===== config.mk =====
export PLATFORM = sky130hd
export DESIGN_NAME = lenient_base32_decoder
export DESIGN_NICKNAME = d
export VERILOG_FILES = /design/src/lb32_pkg.sv /design/src/lb32_front.sv /design/src/lb32_fifo.sv /design/src/lb32_back.sv /design/src/lenient_base32_decoder.sv
export SDC_FILE = /design/constraint.sdc
export NUM_CORES = 1
export LEC_CHECK = 0
export BUFFER_PORTS_ARGS = -buffer_cell sky130_fd_sc_hd__buf_2
export CORE_MARGIN = 10
export CORE_UTILIZATION = 30
export CTS_CLUSTER_DIAMETER = 60
export DETAILED_ROUTE_END_ITERATION = 6
export GPL_ROUTABILITY_DRIVEN = 0
export HOLD_SLACK_MARGIN = 0.05
export PLACE_DENSITY_LB_ADDON = 0.08
export SYNTH_ARGS = -nofsm -noshare
export SYNTH_HDL_FRONTEND = slang
export SYNTH_SLANG_ARGS = --single-unit

===== constraint.sdc =====
create_clock -name clk_i -period 4.7 [get_ports clk_i]
set_clock_uncertainty 0.1 [all_clocks]
set_input_delay 0 -clock clk_i [delete_from_list [all_inputs] [get_ports clk_i]]
set_output_delay 0 -clock clk_i [all_outputs]
set_load 0.03 [all_outputs]

===== src/lb32_pkg.sv =====
// shared types and constants for the lenient base32 decoder
// no dependencies; used by lb32_front, lb32_fifo, lb32_back and the top level
`default_nettype none

package lb32_pkg;

  // classified character class handed from the front to the back
  typedef enum logic [2:0] {
    TK_DIGIT,
    TK_PAD,
    TK_SKIP,
    TK_BAD,
    TK_END
  } tok_kind_e;

  typedef struct packed {
    tok_kind_e  kind;
    logic [4:0] digit;
  } tok_t;

  // result status codes
  localparam logic [1:0] ST_BYTE  = 2'd0;
  localparam logic [1:0] ST_DONE  = 2'd1;
  localparam logic [1:0] ST_ERROR = 2'd2;

  // input kind codes
  localparam logic KIND_CHAR = 1'b0;
  localparam logic KIND_END  = 1'b1;

  // token queue depth
  localparam int unsigned QDEPTH = 2;

  // back-end state snapshot for monitoring
  typedef struct packed {
    logic        failed;
    logic [3:0]  pending;
    logic [15:0] bytes_out;
  } back_stat_t;

endpackage

`default_nettype wire


===== src/lb32_front.sv =====
// front end: classifies each input beat into a decode token
// depends on lb32_pkg
`default_nettype none

module lb32_front (
  input  wire logic               s_valid_i,
  output logic                    s_ready_o,
  input  wire logic               s_kind_i,
  input  wire logic [7:0]         s_ch_i,
  output logic                    push_valid_o,
  input  wire logic               push_ready_i,
  output lb32_pkg::tok_t          push_tok_o
);

  logic [7:0] ch_map;
  logic       is_alpha;
  logic       is_num;
  logic       is_skip;
  logic [7:0] num_digit;

  always_comb begin
    // common look-alike characters: zero, one and eight
    case (s_ch_i)
      8'h30:   ch_map = 8'h4F;
      8'h31:   ch_map = 8'h4C;
      8'h38:   ch_map = 8'h42;
      default: ch_map = s_ch_i;
    endcase
    is_alpha  = (ch_map inside {[8'h41:8'h5A], [8'h61:8'h7A]});
    is_num    = (ch_map inside {[8'h32:8'h37]});
    is_skip   = (s_ch_i inside {8'h20, 8'h09, 8'h0D, 8'h0A, 8'h2D});
    num_digit = ch_map - 8'h32 + 8'd26;

    push_tok_o.digit = 5'd0;
    if (s_kind_i == lb32_pkg::KIND_END) begin
      push_tok_o.kind = lb32_pkg::TK_END;
    end else if (s_ch_i == 8'h3D) begin
      push_tok_o.kind = lb32_pkg::TK_PAD;
    end else if (is_skip) begin
      push_tok_o.kind = lb32_pkg::TK_SKIP;
    end else if (is_alpha) begin
      push_tok_o.kind  = lb32_pkg::TK_DIGIT;
      push_tok_o.digit = ch_map[4:0] - 5'd1;
    end else if (is_num) begin
      push_tok_o.kind  = lb32_pkg::TK_DIGIT;
      push_tok_o.digit = num_digit[4:0];
    end else begin
      push_tok_o.kind = lb32_pkg::TK_BAD;
    end
  end

  assign push_valid_o = s_valid_i;
  assign s_ready_o    = push_ready_i;

endmodule

`default_nettype wire


===== src/lb32_fifo.sv =====
// short token queue between front and back end
// depends on lb32_pkg
`default_nettype none

module lb32_fifo (
  input  wire logic               clk_i,
  input  wire logic               rst_ni,
  input  wire logic               push_valid_i,
  output logic                    push_ready_o,
  input  wire lb32_pkg::tok_t     push_tok_i,
  output logic                    pop_valid_o,
  input  wire logic               pop_ready_i,
  output lb32_pkg::tok_t          pop_tok_o
);

  localparam int unsigned PtrW = (lb32_pkg::QDEPTH > 1) ? $clog2(lb32_pkg::QDEPTH) : 1;
  localparam int unsigned CntW = $clog2(lb32_pkg::QDEPTH + 1);

  lb32_pkg::tok_t slot_q [lb32_pkg::QDEPTH];
  logic [PtrW-1:0] wr_ptr_q, wr_ptr_d;
  logic [PtrW-1:0] rd_ptr_q, rd_ptr_d;
  logic [CntW-1:0] count_q, count_d;
  logic            push, pop;

  assign push_ready_o = (count_q != CntW'(lb32_pkg::QDEPTH));
  assign pop_valid_o  = (count_q != '0);
  assign pop_tok_o    = slot_q[rd_ptr_q];
  assign push         = push_valid_i && push_ready_o;
  assign pop          = pop_valid_o && pop_ready_i;

  always_comb begin
    wr_ptr_d = wr_ptr_q;
    rd_ptr_d = rd_ptr_q;
    count_d  = count_q;
    if (push) begin
      wr_ptr_d = (wr_ptr_q == PtrW'(lb32_pkg::QDEPTH - 1)) ? '0 : wr_ptr_q + 1'b1;
    end
    if (pop) begin
      rd_ptr_d = (rd_ptr_q == PtrW'(lb32_pkg::QDEPTH - 1)) ? '0 : rd_ptr_q + 1'b1;
    end
    if (push && !pop) begin
      count_d = count_q + 1'b1;
    end else if (pop && !push) begin
      count_d = count_q - 1'b1;
    end
  end

  always_ff @(posedge clk_i or negedge rst_ni) begin
    if (!rst_ni) begin
      wr_ptr_q <= '0;
      rd_ptr_q <= '0;
      count_q  <= '0;
    end else begin
      wr_ptr_q <= wr_ptr_d;
      rd_ptr_q <= rd_ptr_d;
      count_q  <= count_d;
    end
  end

  always_ff @(posedge clk_i) begin
    if (push) begin
      slot_q[wr_ptr_q] <= push_tok_i;
    end
  end

endmodule

`default_nettype wire


===== src/lb32_back.sv =====
// back end: bit accumulator, padding and error tracking, output register
// depends on lb32_pkg
`default_nettype none

module lb32_back (
  input  wire logic               clk_i,
  input  wire logic               rst_ni,
  input  wire logic               pop_valid_i,
  output logic                    pop_ready_o,
  input  wire lb32_pkg::tok_t     pop_tok_i,
  input  wire logic [15:0]        max_bytes_i,
  output logic                    m_valid_o,
  input  wire logic               m_ready_i,
  output logic [1:0]              m_status_o,
  output logic [7:0]              m_value_o,
  output logic [15:0]             m_count_o,
  output lb32_pkg::back_stat_t    stat_o
);

  logic [11:0] acc_q, acc_d;
  logic [3:0]  pend_q, pend_d;
  logic        pad_q, pad_d;
  logic [15:0] bytes_q, bytes_d;
  logic        failed_q, failed_d;

  logic        out_valid_q, out_valid_d;
  logic [1:0]  out_status_q, out_status_d;
  logic [7:0]  out_value_q, out_value_d;
  logic [15:0] out_count_q, out_count_d;

  logic        take;
  logic        full;
  logic [11:0] acc_sh;
  logic [3:0]  pend5;
  logic [3:0]  pend_sub;
  logic [2:0]  shamt;
  logic [11:0] acc_shr;

  assign pop_ready_o = !out_valid_q || m_ready_i;
  assign take        = pop_valid_i && pop_ready_o;
  assign full        = (bytes_q >= max_bytes_i);
  assign acc_sh      = {acc_q[6:0], pop_tok_i.digit};
  assign pend5       = pend_q + 4'd5;
  assign pend_sub    = pend5 - 4'd8;
  assign shamt       = pend_sub[2:0];
  assign acc_shr     = acc_sh >> shamt;

  always_comb begin
    acc_d        = acc_q;
    pend_d       = pend_q;
    pad_d        = pad_q;
    bytes_d      = bytes_q;
    failed_d     = failed_q;
    out_valid_d  = out_valid_q && !m_ready_i;
    out_status_d = out_status_q;
    out_value_d  = out_value_q;
    out_count_d  = out_count_q;

    if (take) begin
      if (pop_tok_i.kind == lb32_pkg::TK_END) begin
        if (!failed_q) begin
          out_valid_d  = 1'b1;
          out_status_d = lb32_pkg::ST_DONE;
          out_value_d  = 8'd0;
          out_count_d  = bytes_q;
        end
        acc_d    = '0;
        pend_d   = '0;
        pad_d    = 1'b0;
        bytes_d  = '0;
        failed_d = 1'b0;
      end else if (!failed_q && !full) begin
        if (pop_tok_i.kind == lb32_pkg::TK_PAD) begin
          pend_d = (pend5 >= 4'd8) ? pend_sub : pend5;
          pad_d  = (pend_d != 4'd0);
        end else if (pad_q || pop_tok_i.kind == lb32_pkg::TK_BAD) begin
          failed_d     = 1'b1;
          out_valid_d  = 1'b1;
          out_status_d = lb32_pkg::ST_ERROR;
          out_value_d  = 8'd0;
          out_count_d  = bytes_q;
        end else if (pop_tok_i.kind == lb32_pkg::TK_DIGIT) begin
          acc_d = acc_sh;
          if (pend5 >= 4'd8) begin
            pend_d       = pend_sub;
            bytes_d      = bytes_q + 16'd1;
            out_valid_d  = 1'b1;
            out_status_d = lb32_pkg::ST_BYTE;
            out_value_d  = acc_shr[7:0];
            out_count_d  = bytes_d;
          end else begin
            pend_d = pend5;
          end
        end
      end
    end
  end

  always_ff @(posedge clk_i or negedge rst_ni) begin
    if (!rst_ni) begin
      acc_q       <= '0;
      pend_q      <= '0;
      pad_q       <= 1'b0;
      bytes_q     <= '0;
      failed_q    <= 1'b0;
      out_valid_q <= 1'b0;
    end else begin
      acc_q       <= acc_d;
      pend_q      <= pend_d;
      pad_q       <= pad_d;
      bytes_q     <= bytes_d;
      failed_q    <= failed_d;
      out_valid_q <= out_valid_d;
    end
  end

  always_ff @(posedge clk_i) begin
    out_status_q <= out_status_d;
    out_value_q  <= out_value_d;
    out_count_q  <= out_count_d;
  end

  assign m_valid_o  = out_valid_q;
  assign m_status_o = out_status_q;
  assign m_value_o  = out_value_q;
  assign m_count_o  = out_count_q;

  assign stat_o = '{failed: failed_q, pending: pend_q, bytes_out: bytes_q};

endmodule

`default_nettype wire


===== src/lenient_base32_decoder.sv =====
// top level of the lenient base32 decoder: stream ports, max_bytes register
// depends on lb32_pkg, lb32_front, lb32_fifo and lb32_back
`default_nettype none

// Decodes a base32 text stream one character beat at a time and sustains one
// beat per clock on both sides unless the result side stalls. Each input beat
// carries a character in tdata (or an end-of-string mark when tuser is set);
// letters of either case, the digits 2-7, and 0/1/8 as O/L/B are data, while
// space, tab, CR, LF and hyphen are skipped. A decoded byte, an error or the
// end-of-string count comes out as one result beat with the status in tuser.
// An input beat is classified combinationally into the token queue, and the
// accumulator update is registered in the output register. The rate is set
// by the accumulator update in the back end; the two-entry token queue and
// the output register let either side stall on its own. After an error the
// rest of the string is dropped silently up to the end mark, which then gives
// no result. Once max_bytes bytes are out, further characters are ignored.
// The user must write max_bytes via cfg_we_i/cfg_wdata_i only while the
// decoder is idle; the block does not enforce this. max_bytes resets to 65535.

module lenient_base32_decoder (
  input  wire logic        clk_i,
  input  wire logic        rst_ni,
  // input stream
  input  wire logic        s_axis_tvalid_i,
  output logic             s_axis_tready_o,
  input  wire logic [7:0]  s_axis_tdata_i,   // [7:0] ch
  input  wire logic        s_axis_tuser_i,   // [0] kind
  // result stream
  output logic             m_axis_tvalid_o,
  input  wire logic        m_axis_tready_i,
  output logic [23:0]      m_axis_tdata_o,   // [7:0] value, [23:8] byte_count
  output logic [1:0]       m_axis_tuser_o,   // [1:0] status
  // configuration
  input  wire logic        cfg_we_i,
  input  wire logic [15:0] cfg_wdata_i
);

  // capacity register
  logic [15:0] max_bytes_q;

  always_ff @(posedge clk_i or negedge rst_ni) begin
    if (!rst_ni) begin
      max_bytes_q <= 16'hFFFF;
    end else if (cfg_we_i) begin
      max_bytes_q <= cfg_wdata_i;
    end
  end

  // front end to queue
  logic           push_valid;
  logic           push_ready;
  lb32_pkg::tok_t push_tok;

  // queue to back end
  logic           pop_valid;
  logic           pop_ready;
  lb32_pkg::tok_t pop_tok;

  logic [1:0]  res_status;
  logic [7:0]  res_value;
  logic [15:0] res_count;
  lb32_pkg::back_stat_t back_stat;

  lb32_front u_front (
    .s_valid_i    (s_axis_tvalid_i),
    .s_ready_o    (s_axis_tready_o),
    .s_kind_i     (s_axis_tuser_i),
    .s_ch_i       (s_axis_tdata_i),
    .push_valid_o (push_valid),
    .push_ready_i (push_ready),
    .push_tok_o   (push_tok)
  );

  lb32_fifo u_fifo (
    .clk_i        (clk_i),
    .rst_ni       (rst_ni),
    .push_valid_i (push_valid),
    .push_ready_o (push_ready),
    .push_tok_i   (push_tok),
    .pop_valid_o  (pop_valid),
    .pop_ready_i  (pop_ready),
    .pop_tok_o    (pop_tok)
  );

  lb32_back u_back (
    .clk_i        (clk_i),
    .rst_ni       (rst_ni),
    .pop_valid_i  (pop_valid),
    .pop_ready_o  (pop_ready),
    .pop_tok_i    (pop_tok),
    .max_bytes_i  (max_bytes_q),
    .m_valid_o    (m_axis_tvalid_o),
    .m_ready_i    (m_axis_tready_i),
    .m_status_o   (res_status),
    .m_value_o    (res_value),
    .m_count_o    (res_count),
    .stat_o       (back_stat)
  );

  // pack result beat: value low, byte count above
  assign m_axis_tdata_o = {res_count, res_value};
  assign m_axis_tuser_o = res_status;

  // pending bit count always settles below one byte
  assert property (@(posedge clk_i) disable iff (!rst_ni)
    back_stat.pending <= 4'd7)
    else $error("pending bit count reached a full byte");

  // a byte result always carries a nonzero running count
  assert property (@(posedge clk_i) disable iff (!rst_ni)
    (m_axis_tvalid_o && m_axis_tuser_o == lb32_pkg::ST_BYTE) |-> (m_axis_tdata_o[23:8] != 16'd0))
    else $error("byte result with zero byte count");

  // an error result waiting at the output implies the string is marked failed
  assert property (@(posedge clk_i) disable iff (!rst_ni)
    (m_axis_tvalid_o && m_axis_tuser_o == lb32_pkg::ST_ERROR) |-> back_stat.failed)
    else $error("error result without failed flag");

endmodule

`default_nettype wire


**Yosys cells after proc, flatten, opt, wreduce, memory -nomap -nowiden**

Memory sizes are Yosys's and may differ from the RTL's.
Index checks and enable logic that the tools add are counted.

- Output and inout bits: 28
- RAM bits: 16
- Memories kept: 1
- Input port bits: 30
- Flip-flop bits (word level): 76

- Equal/unequal tests: 17
- Shift operators: 1
- Add/sub/neg operators: 10
- Order comparisons: 8
- Reductions and logical operators: 37
- Muxes and demuxes: 67

Memory list:

| memory | depth | width | rd ports | clocked after memory_dff | wr ports | RTL line | RTL |
|---|---|---|---|---|---|---|---|
| u_fifo.slot_q | 2 | 8 | 1 | 0 | 1 | lb32_fifo.sv:19 | `lb32_pkg::tok_t slot_q [lb32_pkg::QDEPTH];` |

Operator list:

| operator | number |
|---|---|
| 16-bit two-way mux | 11 |
| 8-bit two-way mux | 7 |
| 8-bit by 6-bit == test with 1-bit output (second input constant) | 6 |
| 7-bit two-way mux | 6 |
| 8-bit by 4-bit == test with 1-bit output (second input constant) | 3 |
| 4-bit two-way mux | 6 |
| 8-bit one-hot mux with 3 select lines | 1 |
| 2-bit two-way mux | 10 |
| 5-bit two-way mux | 4 |
| 1-bit two-way mux | 19 |
| 16-bit by 1-bit adder with 16-bit output (second input constant) | 1 |
| 16-bit greater-or-equal comparator | 1 |
| 8-bit by 7-bit greater-or-equal comparator with 1-bit output (second input constant) | 2 |
| 8-bit by 7-bit less-or-equal comparator with 1-bit output (second input constant) | 2 |
| 2-bit nonzero test | 8 |
| 6-bit AND reduction | 2 |
| 12-bit by 3-bit >> shifter with 8-bit output | 1 |
| 1-bit logical AND | 9 |
| 3-bit two-way mux | 3 |
| 3-bit nonzero test | 3 |
| 8-bit by 6-bit greater-or-equal comparator with 1-bit output (second input constant) | 1 |
| 8-bit by 6-bit less-or-equal comparator with 1-bit output (second input constant) | 1 |
| 4-bit AND reduction | 2 |
| 1-bit zero test | 6 |
| other kinds (21) | 25 |

**Logic depth before layout (Yosys ltp)**

Gate-level depths: netlist of run 1.

- Word-level depth: 9
- Mapped depth: 12

**By module**

A second synthesis of run 1 with hierarchy kept.

- Cell total of the unflattened synthesis: 506
- Area total of the unflattened synthesis: 5439.0 um^2

By module, submodules not included:

| module | cells each | instances | seq. area each (um^2) | area each (um^2) |
|---|---|---|---|---|
| lb32_back | 341 | 1 | 1531.5 | 3402.0 |
| lb32_fifo | 43 | 1 | 580.6 | 787.0 |
| lenient_base32_decoder | 34 | 1 | 420.4 | 669.4 |
| lb32_front | 88 | 1 | 0.0 | 580.6 |

**Least setup slack after synthesis of run 1**

Ideal clock, no wire load.

- Path kind: reg-to-reg
- Start: reg max_bytes_q[11]
- End: reg u_back.out_count_q[0] (netlist: u_back.m_count_o[0]), enable pin
- Path buffers: 0
- Arrival time: 3.888 ns
- Setup slack: 0.271 ns
- Stages on the path, launching flop included: 9
- Setup time: 0.442 ns
- Data required time: 4.158 ns
- Cell sequence: dfstp_2 inv_1 ha_1 and3_1 a221o_1 a2111oi_4 o2bb2ai_1 o21ai_1 nor3_1

- Word-level cells in the longest chain between the ends: 5

RTL lines:

| what | RTL line | RTL |
|---|---|---|
| start: declaration | lenient_base32_decoder.sv:39 | `logic [15:0] max_bytes_q;` |
| start signal: assignment | lenient_base32_decoder.sv:45 | `max_bytes_q <= cfg_wdata_i;` |
| 16-bit greater-or-equal comparator | lb32_back.sv:41 | `assign full = (bytes_q >= max_bytes_i);` |
| 1-bit zero test | lb32_back.sv:72 | `end else if (!failed_q && !full) begin` |
| 1-bit logical AND | lb32_back.sv:72 |  |
| 2-bit nonzero test (no source line) | -- |  |
| 6-bit AND reduction (no source line) | -- |  |
| end signal: assignment | lb32_back.sv:120 | `out_count_q <= out_count_d;` |
| end: declaration | lb32_back.sv:29 | `logic [15:0] out_count_q, out_count_d;` |

No other way between the ends.
A chain may end at the register's enable or synchronous reset.

**Worst setup path after layout of run 1**

Ends and elaborated chain as after synthesis.

==> metrics, run 1 <==
mapped cell area=0.005251 mm2; Final nets=699; most common cell after layout, fill and taps aside=nand2_1; maxcap violations=0; share of layout cells above drive strength 1=16.13%; drt wl/cell=15.71 um; core area=0.01724 mm2; I/O pin count=58; hold_sp=cfg_we_i; Slew HR=45.39%; Critical Path End Type=flip-flop; required time worst endpoint=4620 ps; Seq/Total Area, Yosys=48.22%; largest net degree at the start of global routing=51; worst reg2reg endpoint=u_back.m_count_o[0]$_DFFE_PP_; CTS tree=done; HP Class=input port to flip-flop; most common flop cell mapped by yosys=edfxtp_1; clk sinks=92; Post-Route Utilization=37.87%; CTS Root Cell=clkbuf_16; clk buf depth=2; Hold Path Stages=2; setup_tns=0 ps; FMAX=309.1 MHz; Worst Setup Start Kind=flip-flop; area delta synth->final=24.30%; DRC=0; initial antenna violation count=0; worst path cell trace=inv_1 > ha_1 > and3_1 > a221o_1 > a2111oi_4 > o2bb2ai_1 > buf_4 > o21ai_1 > nor3_2 > buf_4; Post-CTS Hold Fix Bufs=47; n_diodes=0; commonest non-fill, non-tap cells in the layout=nand2_1, buf_2, nor2_1, dlygate4sd3_1, edfxtp_1; DR iter-0 viols=260; EDFF count, synth=42; WHS=57.01 ps; Reg2Reg Launch Point=max_bytes_q[11]$_DFFE_PN1P_; fraction of registers with async set/reset=54.35%; CP max FO=26; Worst VDD drop=237.8 uV; Bufs and invs on worst path=3; Crit path arrival time=3160 ps; Via Count=4348; CTS clock-pin slew for the worst setup and hold paths=60 ps; DRT Wirelength=13770 um; Syn Area/Cell=9.565 um2; Crit path max-delay family=compound AO/OA/AOI/OAI gates; max incr delay on CP=510 ps; Comb pwr share=37.6%; Critical Path Source=max_bytes_q[11]$_DFFE_PN1P_; GRT Total Usage=11.99%; clock network power share=23.7%; Die Ht=152.3 um; Post-Syn Instances=549; post-CTS repair timing setup buffer count=0; final hold violations=0; critical path class=flip-flop to flip-flop; die area=0.02320 mm2; H-tree levels=3; CP max-delay cell=dfstp_2; Internal=1886 uW; sequential power share=38.7%; net load switching power=1205 uW; setup slack, reg-to-reg=1470 ps; Max Slew Vio Count=0; vias in the first global route=4462; Skew-Pair Late Insertion Delay=350 ps; Die Span X=152.3 um; vias per inst=4.963; hold endpoint=max_bytes_q[12]$_DFFE_PN1P_; First-pass DRT Iterations=4; fin crit period=3235 ps; Static Leak=0.002630 uW; Initial Utilization=30.47%; Reg2Reg Depth=10; measured slew at the worst slew-check pin=817.1 ps; pwr dens=473.4 mW/mm2; RSZ-0062 raised after global routing=no; Inserted Clock Buffers=9; #FFs+latches synth=92; syn_nets=602; first-pass GRT wire length=23300 um; status=finished, final reports clean; Critical Path Most Common Cell=buf_4; Overflow after GRT=0; switching share of power=38.98%; cts repair resizes=0; port bufs=57; HPWL after DPL=9720 um; Post-DRT Antenna Nets=0; Cell variety after synth=63; final worst path period share=68.83%; num rows=48; endpoints failing setup=0; synth warn=0
power by group through the flow:
stage	logic, uW	clock network (uW)	registers, uW
floorplan	767	0	1260
global placement	1130	0	1210
detailed placement	1140	0	1210
CTS	1180	759	1200
global route	1300	797	1220
finish	1160	734	1200
registers in the layout (all words and copies together) (netlist names):
register,flops
u_fifo.slot_q,16
u_back.failed_q,1
u_fifo.count_q,2
u_back.bytes_q,16
u_back.pad_q,1
u_back.m_count_o,16
max_bytes_q,16
u_fifo.rd_ptr_q,1
u_back.pend_q,4
u_fifo.wr_ptr_q,1
u_back.m_valid_o,1
u_back.m_status_o,2
u_back.acc_q,7
u_back.m_value_o,8
per-stage QoR:
step           instance area [um2]  worst slack [ps]  cells  total power [uW]
5_1_grt                       6528              1273    876              3317
2_1_floorplan                 5251             270.6    549              2025
3_3_place_gp                  5768              1526    813              2340
3_5_place_dp                  5768              1427    813              2353
6_report                      6528              1465    876              3090
4_1_cts                       6528              1421    876              3137
metal layers:
| layer | vias up | GRT usage, % | part of all wire [%] |
|---|---|---|---|
| li1 | 2164 | - | - |
| met1 | 2067 | 17.21 | 52 |
| met2 | 97 | 16.92 | 41 |
| met3 | 20 | 2.399 | 3.9 |
| met4 | 0 | 5.135 | 2.4 |
| met5 | - | 0 | 0 |
worst max-delay path by stage:
stage,cells past startpoint,end,slack (ps)
global route,10,u_back.m_count_o[4]$_DFFE_PP_,1270
finish,10,u_back.m_count_o[0]$_DFFE_PP_,1470
floorplan,8,u_back.m_count_o[0]$_DFFE_PP_,270
global placement,10,u_back.m_count_o[0]$_DFFE_PP_,1530
detailed placement,10,u_back.m_count_o[0]$_DFFE_PP_,1430
CTS,10,u_back.m_count_o[4]$_DFFE_PP_,1420
layout make-up:
type	count	area, um2
flip-flops and latches	92	2532
multi-input cells	407	2526
well taps	225	281.5
inverters	26	97.59
clock inverters	2	35.03
repair buffers	110	800.8
fillers	1729	10710
clock buffers	14	254.0
worst register-to-register path: stages (launching register included):
cell	delay, ps
dfstp_2	510
inv_1	50
ha_1	350
and3_1	180
a221o_1	360
a2111oi_4	330
o2bb2ai_1	170
buf_4	250
o21ai_1	140
nor3_2	120
buf_4	350
logic make-up (layout without fill, tap and decap cells):
logic type	after synthesis	in the layout	synth area share, %
xor+xnor	25	25	4.170
flops	92	92	48.22
simple gates	220	220	20.04
buf+inv	50	152	3.764
fa+ha+maj	23	23	5.480
compound gates	121	121	14.77
mux	18	18	3.550
synthesized netlist by cell type, types with 10 or more instances:
cell type | number | area share, %
a21oi_1 | 22 | 2.1
clkbuf_1 | 17 | 1.2
dfrtp_1 | 34 | 16
dfstp_2 | 16 | 8.0
edfxtp_1 | 42 | 24
ha_1 | 23 | 5.5
inv_1 | 26 | 1.9
mux2i_1 | 13 | 2.5
nand2_1 | 75 | 5.4
nand3_1 | 25 | 2.4
nor2_1 | 52 | 3.7
nor3_1 | 13 | 1.2
o211ai_1 | 10 | 1.4
o21ai_0 | 38 | 3.6
xnor2_1 | 15 | 2.5
xor2_1 | 10 | 1.7
(Power assumes the default switching activity.)
==> run 2, diff against run 1 <==
clock period = 3.14 ns   (was 4.7 ns; I/O delays follow)
==> metrics, run 2 (synthesis gave the netlist of run 1 again) <==
Post-DRT Antenna Nets=0 (unchanged); first-pass GRT wire length=23300 um (unchanged); HP Class=input port to flip-flop; endpoints failing setup=0 (unchanged); fin crit period=2855 ps (-380.1 ps); GRT Total Usage=12.21% (+0.21 points); Initial Utilization=30.47% (unchanged); port bufs=57 (unchanged); Overflow after GRT=0 (unchanged); CTS tree=done; met2 GRT Util=17.74% (+0.83 points); Inserted Clock Buffers=9 (unchanged); Worst VDD drop=330.0 uV (+39%); net load switching power=1842 uW (+53%); vias in the first global route=4409 (-1.2%); clock network power share=22.1% (-1.6 points); First-pass DRT Iterations=5 (+1); setup slack at placement=235.0 ps (-1192 ps); final worst path period share=90.92% (+22 points); area delta synth->final=26.76%; Skew-Pair Late Insertion Delay=350 ps (about the same); Worst Setup Start Kind=flip-flop; hold_sp=cfg_we_i; Comb pwr share=40.2% (+2.6 points); setup slack, reg-to-reg=290 ps (-1180 ps); final hold violations=0 (unchanged); PnR worst setup slack=285.2 ps (-1180 ps); Die Ht=152.3 um (unchanged); CTS Root Cell=clkbuf_16; core area=0.01724 mm2 (unchanged); required time worst endpoint=3090 ps (-1530 ps); met3 Use GR=2.851% (+0.45 points); H-tree levels=3 (unchanged); Most Used Layer, Global Route=met2; initial antenna violation count=0 (unchanged); Final nets=711 (+1.7%); status=finished, final reports clean; most common cell after layout, fill and taps aside=nand2_1; DRT Wirelength=14110 um (+2.5%); RSZ-0062 raised after global routing=no; vias per inst=4.947 (-0.33%); hold endpoint=max_bytes_q[6]$_DFFE_PN1P_; share of layout cells above drive strength 1=18.10% (+2.0 points); CP max FO=26 (unchanged); n_diodes=0 (unchanged); clk buf depth=2 (unchanged); die area=0.02320 mm2 (unchanged); setup_tns=0 ps (unchanged); DRC=0 (unchanged); Via Count=4393 (+1.0%); FMAX=350.3 MHz (+13%); drt wl/cell=15.89 um (+1.1%); met1 Use GR=16.94% (-0.26 points); maxcap violations=0 (unchanged); Reg2Reg Depth=10 (unchanged); Internal=2841 uW (+51%); largest net degree at the start of global routing=36 (-29%); pwr dens=703.5 mW/mm2 (+49%); switching share of power=39.34% (+0.36 points); I/O pin count=58 (unchanged); critical path class=flip-flop to flip-flop; Slew HR=38.65% (-6.7 points); Hold Path Stages=2 (unchanged); worst reg2reg endpoint=u_back.m_status_o[1]$_SDFFCE_PP0P_; Reg2Reg Launch Point=max_bytes_q[1]$_DFFE_PN1P_; clk sinks=92 (unchanged); Critical Path End Type=flip-flop; Power, Total=4682 uW (+52%); Max Slew Vio Count=0 (unchanged); HPWL after DPL=9953 um (+2.4%); CTS clock-pin slew for the worst setup and hold paths=60 ps (about the same); commonest non-fill, non-tap cells in the layout=nand2_1, buf_2, nor2_1, dlygate4sd3_1, edfxtp_1; Die Span X=152.3 um (unchanged); num rows=48 (unchanged); DR iter-0 viols=303 (+17%); sequential power share=37.7% (-1.0 points); Crit path arrival time=2800 ps (-360 ps); Static Leak=0.002686 uW (+2.1%); measured slew at the worst slew-check pin=920.3 ps (+103.1 ps)
==> run 2: worst max-delay path by stage <==
stage / start / to / cells past startpoint
final: max_bytes_q[1]$_DFFE_PN1P_ / u_back.m_status_o[1]$_SDFFCE_PP0P_ / 10
after global routing: max_bytes_q[1]$_DFFE_PN1P_ / u_back.m_status_o[0]$_SDFFCE_PP1P_ / 10
after CTS: max_bytes_q[1]$_DFFE_PN1P_ / u_back.m_status_o[1]$_SDFFCE_PP0P_ / 10
after detailed placement: max_bytes_q[1]$_DFFE_PN1P_ / u_back.m_value_o[0]$_SDFFCE_PP0P_ / 10
after global placement: max_bytes_q[1]$_DFFE_PN1P_ / u_back.m_value_o[0]$_SDFFCE_PP0P_ / 10
after floorplan: max_bytes_q[10]$_DFFE_PN1P_ / u_back.m_count_o[0]$_DFFE_PP_ / 8
==> run 2: power by group through the flow <==
stage	sequential, uW	combinational, uW	clock (uW)
floorplan	1880	1170	0
global placement	1780	1840	0
detailed placement	1790	1840	0
CTS	1770	1910	1070
global route	1800	2120	1120
finish	1770	1880	1030
==> run 2: what timing repair did <==
action	in CTS	in global routing
buffers inserted	0	0
resized for setup	0	0
endpoints found under the hold margin	59	0
hold buffers	49	0
==> run 2: stage by stage <==
stage	utilization, %	hold WS, ps	cells	instance area, um2
4_1_cts	38.62	60.41	888	6656
3_5_place_dp	34.19	102.9	823	5893
3_3_place_gp	34.19	79.52	823	5893
2_1_floorplan	-	-395.6	549	5294
6_report	38.62	61.58	888	6656
5_1_grt	38.62	121.0	888	6656
==> run 2: cell type report <==
class / count / area [um2]
Fill cell: 1732 / 10580
Multi-Input combinational cell: 407 / 2564
Sequential cell: 92 / 2532
Timing Repair Buffer: 122 / 908.4
Tap cell: 225 / 281.5
Clock buffer: 14 / 264.0
Inverter: 26 / 97.59
Clock inverter: 2 / 8.758
==> run 2: worst max-delay path, cell delays in order, from the launching register on <==
cell and delay [ps]:
dfstp_2 510, inv_1 60, ha_1 290, o211ai_1 150
a21oi_1 70, o41ai_1 490, buf_4 210, o2bb2ai_2 120
o21ai_2 90, nor3_4 220, buf_12 230
==> run 2: metal layers <==
layer  up-vias  part of all wire, %
li1       2186                    -
met1      2080                   52
met2       114                   42
met3        13                  4.7
met4         0                  1.6
met5         -                    0
==> run 3, diff against run 2 <==
BUFFER_PORTS_ARGS = not set   (was -buffer_cell sky130_fd_sc_hd__buf_2)
CAP_MARGIN = 20   (was not set)
DONT_BUFFER_PORTS = 1   (was not set)
==> metrics, run 3 (synthesis gave the netlist of run 1 again) <==
num rows=48 (unchanged); Die Ht=152.3 um (unchanged); Slew HR=39.86% (+1.2 points); DR iter-0 viols=294 (-3.0%); RSZ-0062 raised after global routing=no; Via Count=4088 (-6.9%); share of layout cells above drive strength 1=11.49% (-6.6 points); CTS clock-pin slew for the worst setup and hold paths=60 ps (about the same); GRT Total Usage=11.90% (-0.31 points); final hold violations=0 (unchanged); maxcap violations=0 (unchanged); Post-Route Utilization=36.40% (-2.2 points); required time worst endpoint=3130 ps (+40 ps); drt wl/cell=16.45 um (+3.6%); DRT Wirelength=13440 um (-4.7%); endpoints failing setup=0 (unchanged); Worst Setup Start Kind=input port; measured slew at the worst slew-check pin=899.2 ps (-21.12 ps); die area=0.02320 mm2 (unchanged); CTS Root Cell=clkbuf_16; DRC=0 (unchanged); vias per inst=5.004 (+1.1%); Die Span X=152.3 um (unchanged); fin crit period=2879 ps (+23.84 ps); Critical Path End Type=flip-flop; Overflow after GRT=0 (unchanged); cts repair resizes=0 (unchanged); clk sinks=92 (unchanged); First-pass DRT Iterations=4 (-1); FF+latch area=0.002532 mm2 (unchanged); initial antenna violation count=0 (unchanged); Crit path arrival time=2870 ps (+70 ps); I/O pin count=58 (unchanged); Post-DRT Antenna Nets=0 (unchanged); clk buf depth=2 (unchanged); Skew-Pair Late Insertion Delay=350 ps (about the same); commonest non-fill, non-tap cells in the layout=nand2_1, nor2_1, edfxtp_1, o21ai_0, dfrtp_1; vias in the first global route=4067 (-7.8%); Post-DP Area=0.005630 mm2 (-4.5%); H-tree levels=3 (unchanged); CP max FO=5 (-81%); critical path class=input port to flip-flop; status=finished, final reports clean; CTS tree=done; Initial Utilization=30.47% (unchanged); most common cell after layout, fill and taps aside=nand2_1; Critical Path Most Common Cell=dlygate4sd3_1; largest net degree at the start of global routing=51 (+42%); area delta synth->final=19.49%; HP Class=input port to flip-flop; Finished Layout Cells=817 (-8.0%); Final nets=640 (-10%); setup_tns=0 ps (unchanged); Worst VDD drop=370.5 uV (+12%); final worst path period share=91.68% (+0.76 points); port bufs=0 (-100%); pwr dens=743.2 mW/mm2 (+5.6%); Multi-input gate area=0.002564 mm2 (unchanged); CP max-delay cell=dlygate4sd3_1; FMAX=347.4 MHz (-0.83%); Static Leak=0.002449 uW (-8.8%); core area=0.01724 mm2 (unchanged); HPWL after DPL=9722 um (-2.3%); Power, Total=4663 uW (-0.41%); Placed Instances=769 (-6.6%); design area=0.006275 mm2 (-5.7%); Filler cells=1742 (+0.58%); first-pass GRT wire length=22540 um (-3.3%); Max Slew Vio Count=0 (unchanged); worst path cell trace=dlygate4sd3_1 > nor2_1 > dlygate4sd3_1 > nand2_1 > nor2_1 > a41oi_1 > dlygate4sd3_1 > nor2b_1 > dlygate4sd3_1; n_diodes=0 (unchanged); max incr delay on CP=580 ps (+70 ps); Inserted Clock Buffers=9 (unchanged)
run 3: final cells by class:
| cell class | instances | share of cell area [%] |
|---|---|---|
| sequential | 92 | 40.36 |
| clock inverter | 7 | 1.296 |
| tap | 225 | 4.487 |
| inverter | 26 | 1.555 |
| timing repair buffer | 51 | 7.856 |
| multi-input combinational | 407 | 40.86 |
| clock buffer | 9 | 3.589 |
run 3: layer usage:
metal  part of all wire [%]  track usage, %  vias to the layer above
met5                      0               0                        -
met4                    1.6           4.677                        0
met3                    4.6           2.710                       15
met2                     40           16.23                      106
met1                     53           17.48                     1916
li1                       -               -                     2051
run 3: timing repair:
item,CTS,global route
hold buffers,32,0
setup buffers,0,0
endpoints found under the hold margin,102,0
run 3: power by group:
| part | internal, uW | total (uW) | switching [uW] |
|---|---|---|---|
| clock | 686 | 1140 | 456 |
| sequential | 1590 | 1920 | 330 |
| combinational | 594 | 1600 | 1010 |
run 3: final timing paths:
| check | from | end | slack [ps] | depth (start not counted) |
|---|---|---|---|---|
| max | s_axis_tdata_i[6] | u_fifo.slot_q[0][6]$_DFFE_PP_ | 260 | 9 |
| min | s_axis_tdata_i[3] | u_fifo.slot_q[0][3]$_DFFE_PP_ | 60 | 4 |
| max reg2reg | max_bytes_q[10]$_DFFE_PN1P_ | u_back.m_count_o[9]$_DFFE_PP_ | 360 | 9 |
| min reg2reg | u_fifo.wr_ptr_q$_DFFE_PN0P_ | u_fifo.wr_ptr_q$_DFFE_PN0P_ | 390 | 1 |
| max in group asynchronous | rst_ni | max_bytes_q[10]$_DFFE_PN1P_ | 2570 | 2 |
| min in group asynchronous | rst_ni | u_fifo.count_q[1]$_DFFE_PN0P_ | 90 | 2 |
run 3: stage by stage:
step / worst slack [ps] / hold WS (ps)
after floorplan: 19.34 / -395.6
final: 261.3 / 63.95
after global routing: 127.2 / 107.4
after CTS: 298.1 / 51.24
after global placement: 366.0 / -392.4
after detailed placement: 359.8 / -392.1
run 3: critical path, delay by kind of cell:
family	cells	cell delay [ps]
and+or+nand+nor	4	460
buffers and inverters	4	2250
AOI/OAI and AO/OA	1	160
